[src/pbw_ram.sv]
// ----------------------------------------------------------------------------
// pbw_ram
// Generic single-port synchronous RAM with registered read.
// ----------------------------------------------------------------------------
module pbw_ram #(
	parameter int WIDTH = 8,
	parameter int DEPTH = 256
) (
	input  logic                     clk,
	input  logic                     we,
	input  logic [$clog2(DEPTH)-1:0] addr,
	input  logic [WIDTH-1:0]         wdata,
	output logic [WIDTH-1:0]         rdata
);

	logic [WIDTH-1:0] mem [DEPTH];

	always_ff @(posedge clk) begin
		if (we) begin
			mem[addr] <= wdata;
		end
		rdata <= mem[addr];
	end

endmodule

[config.mk]
export PLATFORM = sky130hd
export DESIGN_NAME = pbw_ram
export DESIGN_NICKNAME = d
export VERILOG_FILES = /design/src/pbw_ram.sv
export SDC_FILE = /design/constraint.sdc
export NUM_CORES = 2
export LEC_CHECK = 0
export ABC_AREA = 1
export BUFFER_PORTS_ARGS = -buffer_cell sky130_fd_sc_hd__buf_4
export CAP_MARGIN = 15
export CELL_PAD_IN_SITES_DETAIL_PLACEMENT = 1
export CELL_PAD_IN_SITES_GLOBAL_PLACEMENT = 2
export CORE_AREA = 2 2 542 409
export DETAILED_ROUTE_END_ITERATION = 6
export DIE_AREA = 0 0 544 411
export PLACE_DENSITY_LB_ADDON = 0.1
export SYNTH_ARGS = -nofsm -noshare
export SYNTH_HDL_FRONTEND = slang
export SYNTH_SLANG_ARGS = --single-unit
[constraint.sdc]
create_clock -name clk -period 1.85 [get_ports clk]
set_input_delay 0.0925 -clock clk [delete_from_list [all_inputs] [get_ports clk]]
set_output_delay 0.0925 -clock clk [all_outputs]
set_load 0.05 [all_outputs]
# Yosys cells after proc, flatten, opt, wreduce, memory -nomap -nowiden
# Memories as Yosys holds them, arrays and structs flattened. A register that Yosys moved wholly into a read port is not among the register bits.
# Cells that the tools add are included.
# totals
ff_bits,0
mem_bits_rw,2048
in_bits,18
out_inout_bits,8
word_cells,3
mem_count,1
# op_classes
n_mux,2
# mem_list
memory,depth,width,rd,rd_clocked_by_memory_dff,wr,line_no,text
mem,256,8,1,1,1,16,logic [WIDTH-1:0] mem [DEPTH];
# ops
op,n
$mux 1,2

# Logic depth before layout (Yosys ltp)
# logic_depth
depth_word,2
mapped_depth,15
mapped_depth_nobuf,13

# Worst setup path after synthesis
# OpenSTA, ideal clock, no wires.
# synth_path
kind,input-to-reg
start,input port addr[1]
end,memory mem[234][0] (enable)
setup_ns,0.370
arrival_time_ns,1.563
required_time_ns,1.480
path_slack_ns,-0.083
path_stages,10
path_buffers,4
cell_sequence,buf_4 inv_4 nor2_8 buf_4 buf_4 inv_2 nor2_1 nand2_1 clkbuf_1 nor2_1
# synth_rtl
element,line_no,text
start: declaration,11,"input logic [$clog2(DEPTH)-1:0] addr,"
end: declaration,16,
# No word-level cell before the write port.

==> results.py <==
metrics = {
    "status": {
        "status": "finished, final reports clean",
    },
    "clock_network": {
        "cts_buffers": 219,
        "clock-sinks": 2056,
        "clock_path_buffers": 4,
        "htree_levels": 4,
        "clock_latency_ns": 0.89,
        "root_buffer": "clkbuf_16",
        "clkTransAtPathRegs_ns": 0.07,
        "cts_tree": "built",
    },
    "grt": {
        "grt_pass1_wl_um": 421000,
        "grt_max_degree": 88,
        "antenna_found_initial": 14,
        "grt_pass1_vias": 61700,
        "grt_overflow_total": 0,
        "track_usage_pct": 25.7,
    },
    "logic_synthesis": {
        "synth.distinct_cells": 18,
        "seq_area_frac_synth_pct": 72.7,
        "yosysWarnings": 0,
        "syn_area_per_cell_um2": 10.6,
        "synth_seq_cells": 2056,
        "syn-cell-area_um2": 84900,
        "syn_inst": 8021,
        "syn_nets": 8039,
    },
    "sta": {
        "setup_viol": 0,
        "finalHoldViolCount": 0,
        "min_period_over_period_pct": 99.2,
        "min_period_ns": 1.84,
        "whs_ns": 0.0280,
        "rsz0062_at_grt": "true",
        "timing.slew.headroom_pct": 31.6,
        "max_freq_mhz": 545,
        "slew_viol_final": 0,
        "fin_skew_ns": 0.0545,
        "worst_slew_pin_slew_ns": 1.02,
        "fin_setup_tns_ns": 0,
    },
    "worst_setup_path": {
        "end_kind": "flip-flop",
        "crit_path_max_fanout": 1,
        "crit_type": "flip-flop to flip-flop",
        "startpoint_type": "flip-flop",
        "cp.arrival_ns": 2.61,
        "required_ns": 2.62,
    },
    "cells_and_area": {
        "finalNetCount": 8697,
        "design_area_um2": 104000,
        "final_common_cell": "nand2_1",
        "utilization_pct": 47.4,
        "mostFrequentLayoutCells": "nand2_1 (4621), edfxtp_1 (2048), buf_4 (639)",
        "syn_to_final_growth_pct": 22.1,
        "drive_gt1_share_pct": 16.7,
    },
    "placed_design": {
        "hpwl_um": 188000,
        "port_buffers": 25,
        "gp_congestion": 0.839,
        "place_area_um2": 95600,
    },
    "pwr": {
        "cellLeakagePower_nw": 41.6,
        "power.density_nw_per_um2": 990,
        "p_total_mw": 103,
        "ir_worst_vdd_uv": 823,
    },
    "min_path": {
        "worstHoldPathType": "primary input to flip-flop",
    },
    "routing": {
        "vias": 59800,
        "wl_per_cell_um": 24.3,
        "detail_route.iter0.violations": 5459,
        "viasPerCell": 5.07,
        "drt-pass1-iter-count": 5,
        "wl_um": 287000,
        "antenna_left": 0,
        "drc": 0,
    },
    "die": {
        "dieWidth_um": 544,
        "num_rows": 149,
        "die_h_um": 411,
        "die_area_um2": 224000,
        "io_pins": 26,
        "core_um2": 219000,
        "start_util_pct": 38.8,
    },
    "job": {
        "max-cap-violations": 0,
    },
}
[layer usage]
| layer | track usage (%) | up-vias | share of wire (%) |
|---|---|---|---|
| met5 | 0 | - | 0 |
| met4 | 5.28 | 0 | 2.0 |
| met3 | 3.19 | 298 | 5.4 |
| met2 | 39.7 | 1403 | 45 |
| met1 | 38.7 | 30400 | 48 |
| li1 | - | 27700 | - |
[kinds of logic (layout without fill, tap and decap cells)]
family / Yosys count / count (layout) / share of synthesized area (%)
AO/OA/AOI/OAI: 192 / 192 / 1.13
AND/OR/NAND/NOR: 5321 / 5321 / 23.8
other: 0 / 2 / 0
flip-flops: 2056 / 2056 / 72.7
buffers and inverters: 452 / 1275 / 2.36
[through the flow]
step	worst slack (ns)	instances
after floorplan	-0.0828	8021
after global placement	-1.15	11400
after detailed placement	-1.11	11400
after CTS	-0.0333	11800
after global routing	-0.0660	11800
final	0.0139	11800
[what timing repair did]
action / 4_1_cts / 5_1_grt
setup buffers: 0 / 0
hold buffers: 13 / 0
pin swaps: 32 / 112
endpoints found under the setup margin: 15 / 15
endpoints found under the hold margin: 2060 / 0
resized for setup: 121 / 218
[cells in the mapped netlist]
library cell / n / area [um^2]
clkbuf_1: 170 / 638
nand2_4: 1 / 11.3
o21ai_1: 119 / 596
buf_2: 182 / 911
o21ai_0: 41 / 205
buf_1: 52 / 195
inv_4: 2 / 12.5
a21oi_1: 32 / 160
buf_6: 7 / 78.8
dfxtp_1: 8 / 160
inv_2: 2 / 7.51
inv_1: 31 / 116
nand3_1: 188 / 941
edfxtp_1: 2048 / 61500
buf_4: 6 / 45.0
nor2_8: 1 / 20.0
nand2_1: 4770 / 17900
nor2_1: 361 / 1360
[path summary, 6_finish.rpt]
kind / startpoint / end / slack, ns / cells after the start
setup / recovery: mem[185][0]$_DFFE_PP_ / rdata[0]$_DFF_P_ / 0.01 / 13
hold / removal: addr[5] / mem[153][5]$_DFFE_PP_ / 0.03 / 6
setup reg to reg: mem[185][0]$_DFFE_PP_ / rdata[0]$_DFF_P_ / 0.01 / 13
hold reg to reg: mem[47][2]$_DFFE_PP_ / rdata[2]$_DFF_P_ / 0.93 / 10
[where the power goes]
| group | switching [mW] | internal, mW |
|---|---|---|
| Sequential | 0.117 | 51.3 |
| Clock | 18.8 | 24.8 |
| Combinational | 5.26 | 2.25 |
[state kept, by name (all words and copies together) (netlist names)]
signal,cells
rdata,8
mem,2048
[final cells by class]
type / instances / area, um^2
repair buffers: 854 / 8820
clock inverters: 128 / 1170
well taps: 2944 / 3680
diodes: 2 / 5.00
fillers: 23500 / 115000
clock buffers: 258 / 5740
inverters: 35 / 168
multi-input cells: 5513 / 22300
flip-flops and latches: 2056 / 61700
[critical path: stages, from the launching register on]
cell and delay (ns):
edfxtp_1 0.37, nand2_1 0.07, nand2_1 0.07, nand2_2 0.07
nand3_2 0.07, nand2_1 0.08, nand2_2 0.09, o21ai_2 0.19
buf_6 0.14, nand2_4 0.06, nor2_4 0.12, nor2_2 0.06
nor2_4 0.24, nand2_1 0.08
(Power assumes the default switching activity.)
